`config.mk`:
```
export PLATFORM = sky130hd
export DESIGN_NAME = stun_binding_response_parser
export DESIGN_NICKNAME = d
export VERILOG_FILES = /design/src/hdl/stunbr_pkg.sv /design/src/hdl/stun_binding_response_parser.sv
export SDC_FILE = /design/constraint.sdc
export NUM_CORES = 1
export LEC_CHECK = 0
export BUFFER_PORTS_ARGS = -buffer_cell sky130_fd_sc_hd__buf_2
export CAP_MARGIN = 25
export CORE_ASPECT_RATIO = 1.1
export CORE_MARGIN = 3
export CORE_UTILIZATION = 59
export CTS_BUF_LIST = sky130_fd_sc_hd__clkbuf_16
export DETAILED_ROUTE_END_ITERATION = 8
export PLACE_DENSITY = 0.86
export REMOVE_ABC_BUFFERS = 1
export SETUP_SLACK_MARGIN = 0.15
export SYNTH_ARGS = -nofsm -noshare
export SYNTH_HDL_FRONTEND = slang
export SYNTH_SLANG_ARGS = --single-unit
export TNS_END_PERCENT = 5
```
`constraint.sdc`:
```
create_clock -name aclk -period 7.39 [get_ports aclk]
set_input_delay 2.217 -clock aclk [delete_from_list [all_inputs] [get_ports aclk]]
set_output_delay 2.217 -clock aclk [all_outputs]
set_load 0.01 [all_outputs]
```
`src/hdl/stunbr_pkg.sv`:
```
`timescale 1ns / 1ps
// ----------------------------------------------------------------------------
// stunbr_pkg
// shared constants and widths for the stun binding response parser
// ----------------------------------------------------------------------------
package stunbr_pkg;

    localparam int S_TDATA_W = 8;
    localparam int M_TDATA_W = 104;

    localparam logic [4:0]  HDR_LAST_IDX = 5'd19;
    localparam logic [3:0]  REC_LAST_IDX = 4'd11;

    localparam logic [15:0] KIND_BIND_RESP = 16'h0101;
    localparam logic [15:0] KIND_MAPPED    = 16'h0001;
    localparam logic [15:0] KIND_SOURCE    = 16'h0004;
    localparam logic [15:0] KIND_CHANGED   = 16'h0005;

    localparam logic [2:0] PH_HEADER = 3'd0;
    localparam logic [2:0] PH_ATTR   = 3'd1;
    localparam logic [2:0] PH_SKIP   = 3'd2;
    localparam logic [2:0] PH_REJECT = 3'd3;

    localparam logic [2:0] ST_OK       = 3'd0;
    localparam logic [2:0] ST_NOT_BIND = 3'd1;
    localparam logic [2:0] ST_SHORT    = 3'd2;
    localparam logic [2:0] ST_CUT      = 3'd3;
    localparam logic [2:0] ST_UNKNOWN  = 3'd4;

endpackage

```
`src/hdl/stun_binding_response_parser.sv`:
```
`timescale 1ns / 1ps
// ----------------------------------------------------------------------------
// stun_binding_response_parser
// byte-wide parser of a stun binding response, one result per message
// ----------------------------------------------------------------------------
// channel  dir  width  contents
// s_       in   8+1    tdata: data_byte[7:0]; tlast: last_byte
// m_       out  104    tdata: status, mapped_found, mapped_ip, mapped_port,
//                      changed_found, changed_ip, changed_port, zero pad
//
// one byte accepted per cycle while s_tready is high; the result is registered
// and is in the output register in the cycle after the final byte is accepted
// s_tready is low only while a result waits in the output register
// aresetn is synchronous and active low; state returns to header phase
// after every final byte
// ----------------------------------------------------------------------------
module stun_binding_response_parser (
    input  logic                             aclk,
    input  logic                             aresetn,
    input  logic                             s_tvalid,
    output logic                             s_tready,
    input  logic [stunbr_pkg::S_TDATA_W-1:0] s_tdata,  // data_byte[7:0]
    input  logic                             s_tlast,
    output logic                             m_tvalid,
    input  logic                             m_tready,
    // status[2:0] mapped_found[3] mapped_ip[35:4] mapped_port[51:36]
    // changed_found[52] changed_ip[84:53] changed_port[100:85] pad[103:101]
    output logic [stunbr_pkg::M_TDATA_W-1:0] m_tdata
);
    import stunbr_pkg::*;

    logic [4:0]  hdr_cnt_reg,  hdr_cnt_next;
    logic [15:0] msg_kind_reg, msg_kind_next;
    logic [2:0]  phase_reg,    phase_next;
    logic [3:0]  rec_idx_reg,  rec_idx_next;
    logic [15:0] rec_kind_reg, rec_kind_next;
    logic [15:0] rec_port_reg, rec_port_next;
    logic [31:0] rec_addr_reg, rec_addr_next;
    logic [31:0] map_ip_reg,   map_ip_next;
    logic [15:0] map_port_reg, map_port_next;
    logic        map_seen_reg, map_seen_next;
    logic [31:0] chg_ip_reg,   chg_ip_next;
    logic [15:0] chg_port_reg, chg_port_next;
    logic        chg_seen_reg, chg_seen_next;

    logic                 m_valid_reg, m_valid_next;
    logic [M_TDATA_W-1:0] m_data_reg,  m_data_next;

    logic        accept;
    logic [7:0]  b;
    logic [2:0]  status;
    logic        report;
    logic [15:0] kind_upd, port_upd;
    logic [31:0] addr_upd;

    assign s_tready = !m_valid_reg || m_tready;
    assign accept   = s_tvalid && s_tready;
    assign b        = s_tdata[7:0];
    assign m_tvalid = m_valid_reg;
    assign m_tdata  = m_data_reg;

    assign kind_upd = (rec_idx_reg < 4'd2) ? {rec_kind_reg[7:0], b} : rec_kind_reg;
    assign port_upd = (rec_idx_reg == 4'd6 || rec_idx_reg == 4'd7)
                      ? {rec_port_reg[7:0], b} : rec_port_reg;
    assign addr_upd = (rec_idx_reg >= 4'd8) ? {rec_addr_reg[23:0], b} : rec_addr_reg;

    always_comb begin
        hdr_cnt_next  = hdr_cnt_reg;
        msg_kind_next = msg_kind_reg;
        phase_next    = phase_reg;
        rec_idx_next  = rec_idx_reg;
        rec_kind_next = rec_kind_reg;
        rec_port_next = rec_port_reg;
        rec_addr_next = rec_addr_reg;
        map_ip_next   = map_ip_reg;
        map_port_next = map_port_reg;
        map_seen_next = map_seen_reg;
        chg_ip_next   = chg_ip_reg;
        chg_port_next = chg_port_reg;
        chg_seen_next = chg_seen_reg;
        status        = ST_OK;
        report        = 1'b1;

        unique case (phase_reg)
            PH_HEADER: begin
                if (hdr_cnt_reg < 5'd2) begin
                    msg_kind_next = {msg_kind_reg[7:0], b};
                end
                if (hdr_cnt_reg == HDR_LAST_IDX) begin
                    hdr_cnt_next = '0;
                    if (msg_kind_next == KIND_BIND_RESP) begin
                        phase_next = PH_ATTR;
                    end else begin
                        phase_next = PH_REJECT;
                        status     = ST_NOT_BIND;
                        report     = 1'b0;
                    end
                end else begin
                    hdr_cnt_next = hdr_cnt_reg + 5'd1;
                    status       = ST_SHORT;
                    report       = 1'b0;
                end
            end
            PH_REJECT: begin
                status = ST_NOT_BIND;
                report = 1'b0;
            end
            PH_SKIP: begin
                status = ST_UNKNOWN;
            end
            PH_ATTR: begin
                rec_kind_next = kind_upd;
                rec_port_next = port_upd;
                rec_addr_next = addr_upd;
                if (rec_idx_reg == 4'd1 && kind_upd != KIND_MAPPED &&
                    kind_upd != KIND_SOURCE && kind_upd != KIND_CHANGED) begin
                    phase_next = PH_SKIP;
                    status     = ST_UNKNOWN;
                end else if (rec_idx_reg >= REC_LAST_IDX) begin
                    if (kind_upd == KIND_MAPPED) begin
                        map_ip_next   = addr_upd;
                        map_port_next = port_upd;
                        map_seen_next = 1'b1;
                    end else if (kind_upd == KIND_CHANGED) begin
                        chg_ip_next   = addr_upd;
                        chg_port_next = port_upd;
                        chg_seen_next = 1'b1;
                    end
                    rec_idx_next  = '0;
                    rec_kind_next = '0;
                    rec_port_next = '0;
                    rec_addr_next = '0;
                end else begin
                    rec_idx_next = rec_idx_reg + 4'd1;
                    status       = ST_CUT;
                end
            end
            default: begin
                status = ST_NOT_BIND;
                report = 1'b0;
            end
        endcase
    end

    always_comb begin
        m_valid_next = m_valid_reg;
        m_data_next  = m_data_reg;
        if (m_tready) begin
            m_valid_next = 1'b0;
        end
        if (accept && s_tlast) begin
            m_valid_next = 1'b1;
            m_data_next  = '0;
            m_data_next[2:0] = status;
            if (report) begin
                m_data_next[3]      = map_seen_next;
                m_data_next[35:4]   = map_ip_next;
                m_data_next[51:36]  = map_port_next;
                m_data_next[52]     = chg_seen_next;
                m_data_next[84:53]  = chg_ip_next;
                m_data_next[100:85] = chg_port_next;
            end
        end
    end

    always_ff @(posedge aclk) begin
        if (!aresetn || (accept && s_tlast)) begin
            hdr_cnt_reg  <= '0;
            msg_kind_reg <= '0;
            phase_reg    <= PH_HEADER;
            rec_idx_reg  <= '0;
            rec_kind_reg <= '0;
            rec_port_reg <= '0;
            rec_addr_reg <= '0;
            map_ip_reg   <= '0;
            map_port_reg <= '0;
            map_seen_reg <= 1'b0;
            chg_ip_reg   <= '0;
            chg_port_reg <= '0;
            chg_seen_reg <= 1'b0;
        end else if (accept) begin
            hdr_cnt_reg  <= hdr_cnt_next;
            msg_kind_reg <= msg_kind_next;
            phase_reg    <= phase_next;
            rec_idx_reg  <= rec_idx_next;
            rec_kind_reg <= rec_kind_next;
            rec_port_reg <= rec_port_next;
            rec_addr_reg <= rec_addr_next;
            map_ip_reg   <= map_ip_next;
            map_port_reg <= map_port_next;
            map_seen_reg <= map_seen_next;
            chg_ip_reg   <= chg_ip_next;
            chg_port_reg <= chg_port_next;
            chg_seen_reg <= chg_seen_next;
        end
    end

    always_ff @(posedge aclk) begin
        if (!aresetn) begin
            m_valid_reg <= 1'b0;
        end else begin
            m_valid_reg <= m_valid_next;
        end
        m_data_reg <= m_data_next;
    end

endmodule

```
Word level (Yosys, flattened, before mapping)
Index checks and enable logic that the tools add are counted.

cells by class
  $lt $le $gt $ge = 4
  add/subtract/negate cells = 2
  reduce and logical (&&, ||, !) cells = 18
  bitwise operators = 1
  equality and inequality tests = 14
  mux-type cells = 54

operators by type and width
  kind                                                    count
  2-to-1 mux 32 bit                                       12
  2-to-1 mux 16 bit                                       17
  inequality test 16 x 3 -> 1 bit, second input constant  2
  equality test 16 x 1 -> 1 bit, second input constant    1
  equality test 16 x 3 -> 1 bit, second input constant    1
  equality test 16 x 9 -> 1 bit, second input constant    1
  inequality test 16 x 1 -> 1 bit, second input constant  1
  2-to-1 mux 1 bit                                        14
  2-to-1 mux 3 bit                                        4
  case mux 3 bit (3 select lines)                         1
  equality test 4 x 3 -> 1 bit, second input constant     2
  >= comparator 4 bit, second input constant              2
  case mux 3 bit (2 select lines)                         1
  adder 5 x 1 -> 5 bit, second input constant             1
  equality test 5 bit, second input constant              1
  logical AND 1 bit                                       5
  < comparator 5 x 2 -> 1 bit, second input constant      1
  2-to-1 mux 5 bit                                        1
  adder 4 x 1 -> 4 bit, second input constant             1
  equality test 4 x 1 -> 1 bit, second input constant     1
  < comparator 4 x 2 -> 1 bit, second input constant      1
  2-to-1 mux 2 bit                                        2
  2-to-1 mux 4 bit                                        1
  inequality test 2 bit, second input constant            2
  12 further kinds                                        17

word-level totals
  bits in registers = 292
  output and inout port bits = 106
  bits of input ports = 13

Longest topological paths before layout
  word-level depth = 8
  gate-level depth with buffers = 10
  mapped depth without buffers = 7

Worst setup path before layout
No wires, ideal clock.

  path kind = input port to flip-flop
  from = in m_tready
  to = reg chg_seen_reg
  cell stages on the path = 8
  data required time = 7262 ps
  slack = 1308 ps
  arrival time = 5955 ps
  cells stage by stage = nor2b_1 inv_1 and3_1 nand2b_1 clkbuf_1 clkbuf_1 buf_1 nor2_1

on the way
  cells in the longest elaborated chain, start to end = 4

RTL lines
  item                  line                                 source
  start, declared       stun_binding_response_parser.sv:25   input logic m_tready,
  logical OR 1 bit *    stun_binding_response_parser.sv:56   assign s_tready = !m_valid_reg || m_tready;
  via s_tready          stun_binding_response_parser.sv:21   output logic s_tready,
  logical AND 1 bit *   stun_binding_response_parser.sv:57   assign accept = s_tvalid && s_tready;
  logical AND 1 bit     stun_binding_response_parser.sv:167  if (!aresetn || (accept && s_tlast)) begin
  logical OR 1 bit      stun_binding_response_parser.sv:167
  end signal, assigned  stun_binding_response_parser.sv:194  chg_seen_reg <= chg_seen_next;
  end, declared         stun_binding_response_parser.sv:44   logic chg_seen_reg, chg_seen_next;

The timed path passes the listed nets; every way through them passes the cells marked *.
A chain may end at the register's enable or synchronous reset.

Worst setup path in the final report
  from = in m_tready
  to = out s_tready

on the way
  cells in the longest elaborated chain, start to end = 1

RTL lines
  item              line
  logical OR 1 bit  stun_binding_response_parser.sv:56
  end, declared     stun_binding_response_parser.sv:21

No other way between the ends.

==> flow_summary.yaml <==
synth:
  synth-seq-cells: 291
  synth_area_leaders: "dfxtp_1 (32%), edfxtp_1 (25%), a211oi_1 (12%)"
  synth-seq-area-share_pct: 57.1
  synth_top_area_share_pct: 31.8
  yosys.area.top_type: "dfxtp_1"
  syn-cell-area_um2: 12000
  synth_cells: 1166
  async_reset_ff_share_pct: 0
  syn_area_per_cell_um2: 10.3
  synth-edff-count: 101
  ys_warn_count: 0
  yosysUniqueCellTypes: 59
  synthFlopType: "dfxtp_1"
worst_setup_path:
  setup.worst_path.end_class: "primary output"
  ff2ff_setup_slack_ps: 3960
  crit_type: "in -> out"
  critical_path_required_ps: 5170
  crit_fanout: 5
  cp.arrival_ps: 2870
  reg2reg_depth: 7
  worst_r2r_endpoint: "m_tdata[18]"
  rr_startpoint: "rec_idx_reg[3]"
  critPathLaunchType: "input port"
clock_tree:
  clk_path_buf_depth: 3
  cts.sinks: 291
  cts-root-buf: "clkbuf_16"
  ctsHoldBuffers: 0
  clk_pin_slew_worst_paths_ps: 60
  post_cts_buffers: 0
  cts_buffers: 27
  post_cts_resized: 0
  cts_tree: "built"
  h-tree-depth: 1
  insertion_delay_ps: 550
sta:
  finClkSkew_ps: 17.6
  hold_viol: 0
  drv_slew: 0
  fmaxAchievable_mhz: 197
  max_slew.worst_pin.slew_ps: 1010
  relSlewSlack_pct: 32.4
  whs_ps: 457
  setup_violations: 0
  rsz0062_at_grt: "false"
  final.period_utilization_pct: 68.8
  min_period_ps: 5080
power_and_ir_drop:
  switching_share_pct: 21.7
  ir_drop_mv: 0.166
  p_leak_nw: 4.34
  p_total_mw: 3.07
  seqPwrFrac_pct: 54.9
  clkPwrFrac_pct: 41.9
  net-switching-power_mw: 0.666
  p_int_mw: 2.40
  pwr-share-comb_pct: 3.3
  power_density_nw_per_um2: 229
layout:
  layout.cells.non_filler: 1499
  nets: 1246
  layout-drive-gt1-share_pct: 14.7
  largest_reg_flops: 101
  areaGrowthSynthToFinish_pct: 11.8
  final_util_pct: 67.4
  fill_cells: 1463
  layout_common_cells: "nor2_1 (280), a211oi_1 (193), dfxtp_1 (189)"
  diodes: 0
  final_common_cell: "nor2_1"
drt:
  drtPass1Iterations: 6
  wl_um: 25900
  viasPerCell: 6.08
  drt.antenna.violating_nets: 0
  drc: 0
  vias: 9111
  drtIter0Drc: 764
  wl_per_cell_um: 17.3
hold_path:
  min_from: "msg_kind_reg[9]"
  hold_depth: 2
  hp-class: "reg -> reg"
  min_to: "msg_kind_reg[9]"
die:
  dieArea_um2: 22000
  die_w_um: 142
  die_y_um: 155
  rows: 54
  start_util_pct: 60.3
  num_io_pins: 119
  core_area_um2: 19900
placed_design:
  gp_congestion: 0.826
  placedCellCount: 1447
  hpwl_um: 15300
  io_buffers: 115
grt:
  grt_overflow: 0
  grt_max_degree: 110
  grt_usage_pct: 23.2
  grt_pass1_vias: 8673
  grt_first_pass_wirelength_um: 42800
  antenna_found_initial: 0
run_status:
  status: "finished, final reports clean"
run:
  maxCapViolCount: 0
[cells in the mapped netlist (2+ instances only)]
master     instances
o21bai_1           2
nor4_1             4
o21ai_0            5
inv_1              8
o21a_1             2
xor2_1             3
nor3_1            37
nor2b_1            4
ha_1               7
nand3_1           21
buf_4              9
nand2_1           24
nor4b_1            3
clkbuf_1          53
nand4_1            4
a21oi_1           53
nand2b_1           3
a211oi_2           2
edfxtp_1         101
a22oi_1           30
a2111oi_4          2
and2_1             2
or3_1              3
a211oi_1         193
mux2i_1           50
nor2_1           281
and3_1             2
dfxtp_1          190
buf_6             12
buf_1             11
buf_2             16
nor4_2             2
[power groups by stage]
stage | clock network (mW) | registers (mW) | logic, mW
final | 1.29 | 1.68 | 0.100
after CTS | 1.31 | 1.68 | 0.101
after global placement | 0 | 1.72 | 0.0981
after floorplan | 0 | 1.73 | 0.0429
after global routing | 1.37 | 1.69 | 0.109
after detailed placement | 0 | 1.72 | 0.100
[logic make-up after synthesis]
| kind of cell | count (synthesis) | share of synthesized area (%) |
|---|---|---|
| AOI/OAI and AO/OA | 305 | 18.6 |
| xor gates and xnor gates | 4 | 0.293 |
| adders and majority gates | 7 | 0.732 |
| buffers and inverters | 109 | 4.62 |
| DFF | 291 | 57.1 |
| muxes | 51 | 4.28 |
| other | 1 | 0.0313 |
| and+or+nand+nor | 398 | 14.4 |
[worst max-delay path, cell delays in order]
cell and delay [ps]:
buf_2 100, nor2b_1 240, inv_1 150, buf_2 160
[routing by layer]
| layer | track usage (%) | part of all wire, % | vias up |
|---|---|---|---|
| li1 | - | - | 4396 |
| met1 | 30.4 | 42 | 4333 |
| met2 | 40.1 | 50 | 329 |
| met3 | 3.20 | 6.1 | 53 |
| met4 | 7.36 | 2.3 | 0 |
| met5 | 0 | 0 | - |
[final cells by class]
class                   instances  area, um^2  share of cell area, %
well taps                     252         315                   2.36
clock inverters                23         143                   1.07
inverters                       8        30.0                  0.224
clock buffers                  27         676                   5.05
flip-flops and latches        291        6840                   51.1
multi-input cells             768        4640                   34.7
repair buffers                130         737                   5.51
[how the worst max path moves through the flow]
stage               startpoint             end  cells past startpoint
detailed placement  s_tdata[1]     m_tdata[84]                      7
global route          m_tready        s_tready                      4
finish                m_tready        s_tready                      4
global placement      m_tready        s_tready                      4
CTS                   m_tready        s_tready                      4
floorplan             m_tready  rec_idx_reg[0]                      6
[stage by stage]
stage | TNS (ps) | worst slack [ps] | area, um^2
floorplan | -231790 | -1420 | 11500
global placement | 0 | 2310 | 12500
detailed placement | 0 | 2270 | 12500
CTS | 0 | 2300 | 13400
global route | 0 | 2220 | 13400
finish | 0 | 2310 | 13400
No activity file was read; power rests on OpenSTA's default activity.
